===== config.mk =====
export PLATFORM = sky130hd
export DESIGN_NAME = stdp_mul
export DESIGN_NICKNAME = d
export VERILOG_FILES = /design/src/rtl/stdp_trace_synapse_step_assert.svh /design/src/rtl/stdp_pkg.sv /design/src/rtl/stdp_mul.sv
export SDC_FILE = /design/constraint.sdc
export NUM_CORES = 2
export LEC_CHECK = 0
export BUFFER_PORTS_ARGS = -buffer_cell sky130_fd_sc_hd__buf_2
export CORE_AREA = 2 2 226 228
export CTS_CLUSTER_DIAMETER = 120
export CTS_CLUSTER_SIZE = 25
export DETAILED_ROUTE_END_ITERATION = 12
export DIE_AREA = 0 0 228 230
export PLACE_DENSITY = 0.7
export SYNTH_ARGS = -nofsm -noshare
export SYNTH_HDL_FRONTEND = slang
export SYNTH_SLANG_ARGS = --single-unit

===== constraint.sdc =====
create_clock -name clk -period 8 [get_ports clk]
set_input_delay 1.2 -clock clk [delete_from_list [all_inputs] [get_ports clk]]
set_output_delay 1.2 -clock clk [all_outputs]
set_load 0.01 [all_outputs]

===== src/rtl/stdp_trace_synapse_step_assert.svh =====
`ifndef STDP_TRACE_SYNAPSE_STEP_ASSERT_SVH
`define STDP_TRACE_SYNAPSE_STEP_ASSERT_SVH

// same-cycle implication, disabled during reset
`define STDP_ASSERT_IMP(lbl, clk, rstn, ante, cons) \
	lbl: assert property (@(posedge clk) disable iff (!rstn) (ante) |-> (cons)) \
		else $error("stdp: same-cycle check failed");

// next-cycle implication, disabled during reset
`define STDP_ASSERT_NXT(lbl, clk, rstn, ante, cons) \
	lbl: assert property (@(posedge clk) disable iff (!rstn) (ante) |=> (cons)) \
		else $error("stdp: next-cycle check failed");

`endif


===== src/rtl/stdp_pkg.sv =====
`default_nettype none

package stdp_pkg;

	localparam int TRACE_W  = 17;
	localparam int WEIGHT_W = 18;
	localparam int COND_W   = 28;
	localparam int POT_W    = 19;
	localparam int CUR_W    = 32;

	localparam int CFG_IDX_W  = 3;
	localparam int CFG_DATA_W = 18;

	localparam logic [CFG_IDX_W-1:0] CFG_PRE_DECAY   = 3'd0;
	localparam logic [CFG_IDX_W-1:0] CFG_POST_DECAY  = 3'd1;
	localparam logic [CFG_IDX_W-1:0] CFG_PRE_BUMP    = 3'd2;
	localparam logic [CFG_IDX_W-1:0] CFG_POST_BUMP   = 3'd3;
	localparam logic [CFG_IDX_W-1:0] CFG_DEPRESS     = 3'd4;
	localparam logic [CFG_IDX_W-1:0] CFG_POTENTIATE  = 3'd5;
	localparam logic [CFG_IDX_W-1:0] CFG_W_FLOOR     = 3'd6;
	localparam logic [CFG_IDX_W-1:0] CFG_W_CEILING   = 3'd7;

	// shared multiplier: unsigned A, signed B, signed product
	localparam int MUL_A_W = 28;
	localparam int MUL_B_W = 26;
	localparam int MUL_P_W = MUL_A_W + 1 + MUL_B_W;

	localparam int IN_DATA_W  = 56;
	localparam int OUT_DATA_W = 80;

	typedef enum logic [3:0] {
		S_IDLE,
		S_PRE0, S_PRE1, S_PRE2, S_PRE3, S_PRE4,
		S_POST0, S_POST1, S_POST2, S_POST3,
		S_DEC0, S_DEC1, S_DEC2, S_DEC3,
		S_CUR0, S_CUR1
	} stdp_state_t;

	typedef struct packed {
		logic               en;
		logic [MUL_A_W-1:0] a;
		logic [MUL_B_W-1:0] b;
	} stdp_mul_req_t;

endpackage

`default_nettype wire


===== src/rtl/stdp_mul.sv =====
`default_nettype none

module stdp_mul #(
	parameter int FRAC_BITS = 16
) (
	input  logic                                clk,
	input  stdp_pkg::stdp_mul_req_t             req,
	output logic signed [stdp_pkg::MUL_P_W-1:0] q
);
	import stdp_pkg::*;

	logic signed [MUL_P_W-1:0] prod_q;

	always_ff @(posedge clk) begin
		if (req.en) begin
			prod_q <= $signed({1'b0, req.a}) * $signed(req.b);
		end
	end

	// floor of product / 2^FRAC_BITS
	assign q = prod_q >>> FRAC_BITS;

endmodule

`default_nettype wire


==> results by group <==
Run status
  – Status: complete, no violations

Finish
  – Layout cells sized above 1: a little under an eighth
  – Largest Register: prod_q
  – Area growth, synth to finish: 11.0%
  – Largest regs: prod_q: 39 flops
  – Most frequent cells in the layout: inv_1, fa_1, nand2_1, and2_1, ha_1
  – Final #Nets: between 3,000 and 4,000
  – Filler cell count: about 4,500
  – Number of flip-flops in the largest register: 39
  – Most common cell after layout, fill and taps aside: inv_1

Global route
  – First-pass GRT wire length: 107,000 microns
  – Number of global-route vias before repair: approximately 21,000
  – Initial antenna violation count: 2
  – GRT Residual Overflow: 0
  – Global-route usage over all layers: between 20% and 30%
  – Largest net degree at the start of global routing: 40

STA
  – Final min period: 7.81 ns
  – F_max: about 0.13 GHz
  – Final Setup Violations: 0
  – Period utilization: 97.6%
  – Final-report hold violation count: 0
  – Setup ws final: around 0.19 ns
  – Worst slew pin tran: 0.948 ns
  – Final Max Slew Viols: 0
  – Relative max-transition margin: between 30% and 40%
  – RSZ-0062 raised after global routing: yes

Logic synthesis
  – Post-Syn Nets: approximately 3,600
  – Sequential fraction of the synthesis area: ~4.7%
  – Most used DFF post-synth: edfxtp_1
  – Cells after Synth: about 2,700
  – Seq cells post-synth: 39
  – Avg Synthesized Cell Area: around 9.2 sq um
  – Mapped Area: 24,700 sq um
  – Syn. warnings: 0
  – EDFF count, synth: 39
  – Synth unique cells: 41
  – Post-synth ARST share: 0%

Route
  – Initial DRT Pass Iterations: 6
  – Via count: around 18,000
  – DRC: 0
  – Antenna Nets Post-Route: 0
  – Via density per instance: just over 5
  – Initial DRC count: approximately 1,100
  – WL final: approximately 65,000 microns
  – Avg WL per Cell: around 18 microns

Clock tree
  – CTS tree: yes
  – H-tree depth: 2
  – Number of CTS-inserted buffers: 5
  – CTS clk-pin slew, worst paths: around 0.06 ns
  – Clock Sinks: 39
  – CTS Buffer Depth: 2
  – Clock Tree Root: clkbuf_16
  – Hold buffer count at cts: 0

Placed design
  – Setup WS pre-CTS: -0.369 ns
  – Routability cong.: 0.962
  – Port Buffers: 110
  – DPL Wire Length: approximately 57,000 microns

Critical path
  – CP peak stage delay: 0.56 ns
  – Max FO, Critical Path: 7
  – CP endpoint: prod_q[50]
  – Critical Path Start: req[6]
  – CP Launch Type: input port
  – Crit path DAT: 7.85 ns
  – Critical Path Sink Type: flop
  – Slowest cell on crit path: fa_1
  – Required time worst endpoint: roughly 8 ns
  – Crit-path most repeated cell: fa_1
  – Crit path kind: in -> reg

Run
  – Max cap viols: 0

Floorplanning
  – Row Count: 82
  – I/O Pins: 111
  – Die width: between 200 and 250 microns
  – Die Ht: roughly 230 microns
  – Initial core utilization: about half
  – Core box area: 49,900 sq um
  – Die area: ~52,000 sq um

Worst hold path
  – Min-Delay Path Class: in -> reg
[cell type report]
class                   count  area, sq um  share of cell area [%]
multi-input cells        1811        20400                    74.2
inverters                 705         2650                    9.63
repair buffers            306         2250                    8.19
flip-flops and latches     39         1170                    4.26
well taps                 672          841                    3.06
clock buffers               5          125                   0.455
clock inverters             3         38.8                   0.141
diodes                      1         2.50                 0.00911
[critical path, delay by kind of cell]
family                     cells  cell delay, ns
AOI/OAI and AO/OA              4            0.92
xor gates and xnor gates       1            0.13
adders and majority gates      8            3.81
buffers and inverters          8            0.79
and+or+nand+nor                5            1.01
[logic make-up after synthesis]
family	Yosys count	synth area share, %
AOI/OAI and AO/OA	126	3.37
xor gates and xnor gates	42	1.49
adders and majority gates	841	61.4
buffers and inverters	853	13.2
DFF	39	4.73
and+or+nand+nor	802	15.9
[per-layer routing]
| layer | vias up | routed length, microns | share of wire (%) | global-route usage, % |
|---|---|---|---|---|
| li1 | 8074 | - | - | - |
| met1 | 9483 | 23600 | 36 | 30.8 |
| met2 | 646 | 33400 | 51 | 46.3 |
| met3 | 209 | 3830 | 5.9 | 3.71 |
| met4 | 2 | 4040 | 6.2 | 13.2 |
| met5 | - | 11 | 0.017 | 0 |
[per-stage QoR]
step	hold WS (ns)	utilization, %	instance area [sq um]	TNS, ns	instances
after floorplan	1.31	-	24700	0	2703
after global placement	1.61	54.3	27100	-3.20	3529
after detailed placement	1.61	54.3	27100	-3.81	3529
after CTS	1.63	54.7	27300	0	3537
after global routing	1.66	55.1	27500	-0.0735	3542
final	1.61	55.1	27500	0	3542
[cells in the mapped netlist (all sizes together) (2+ instances only)]
| cell | n | share of area [%] |
|---|---|---|
| fa | 621 | 50 |
| a211o | 2 | 0.071 |
| nor2 | 27 | 0.41 |
| xnor2 | 23 | 0.81 |
| nand3 | 11 | 0.22 |
| xor2 | 19 | 0.67 |
| nor3 | 4 | 0.081 |
| o21ai | 18 | 0.36 |
| and3 | 8 | 0.20 |
| o21bai | 7 | 0.21 |
| a2111oi | 2 | 0.15 |
| nand2b | 15 | 0.38 |
| and2 | 319 | 8.1 |
| a221oi | 3 | 0.11 |
| nor4 | 2 | 0.051 |
| a21oi | 41 | 0.83 |
| o21a | 7 | 0.21 |
| edfxtp | 39 | 4.7 |
| nand4 | 9 | 0.23 |
| a21o | 29 | 0.88 |
| o2111ai | 2 | 0.096 |
| buf | 24 | 0.62 |
| clkbuf | 124 | 1.9 |
| a31oi | 5 | 0.13 |
| o31ai | 2 | 0.061 |
| nand2 | 404 | 6.1 |
| o211ai | 4 | 0.12 |
| ha | 220 | 11 |
| inv | 704 | 11 |
[repair_timing]
action	4_1_cts	5_1_grt
pin swaps	1	11
endpoints found under the hold margin	0	0
gates resized for setup	2	60
setup buffers	0	4
endpoints found under the setup margin	7	15
[worst min path at each step]
stage,from,end,depth (start not counted)
after floorplan,req[54],prod_q[16],0
after global placement,prod_q[36],q[20],1
after detailed placement,prod_q[34],q[18],1
after CTS,req[54],prod_q[47],1
after global routing,req[54],prod_q[47],1
final,req[54],prod_q[47],1
Power is not shown: default switching activity piles up to over one toggle a cycle in this logic, so the estimate is an artifact.
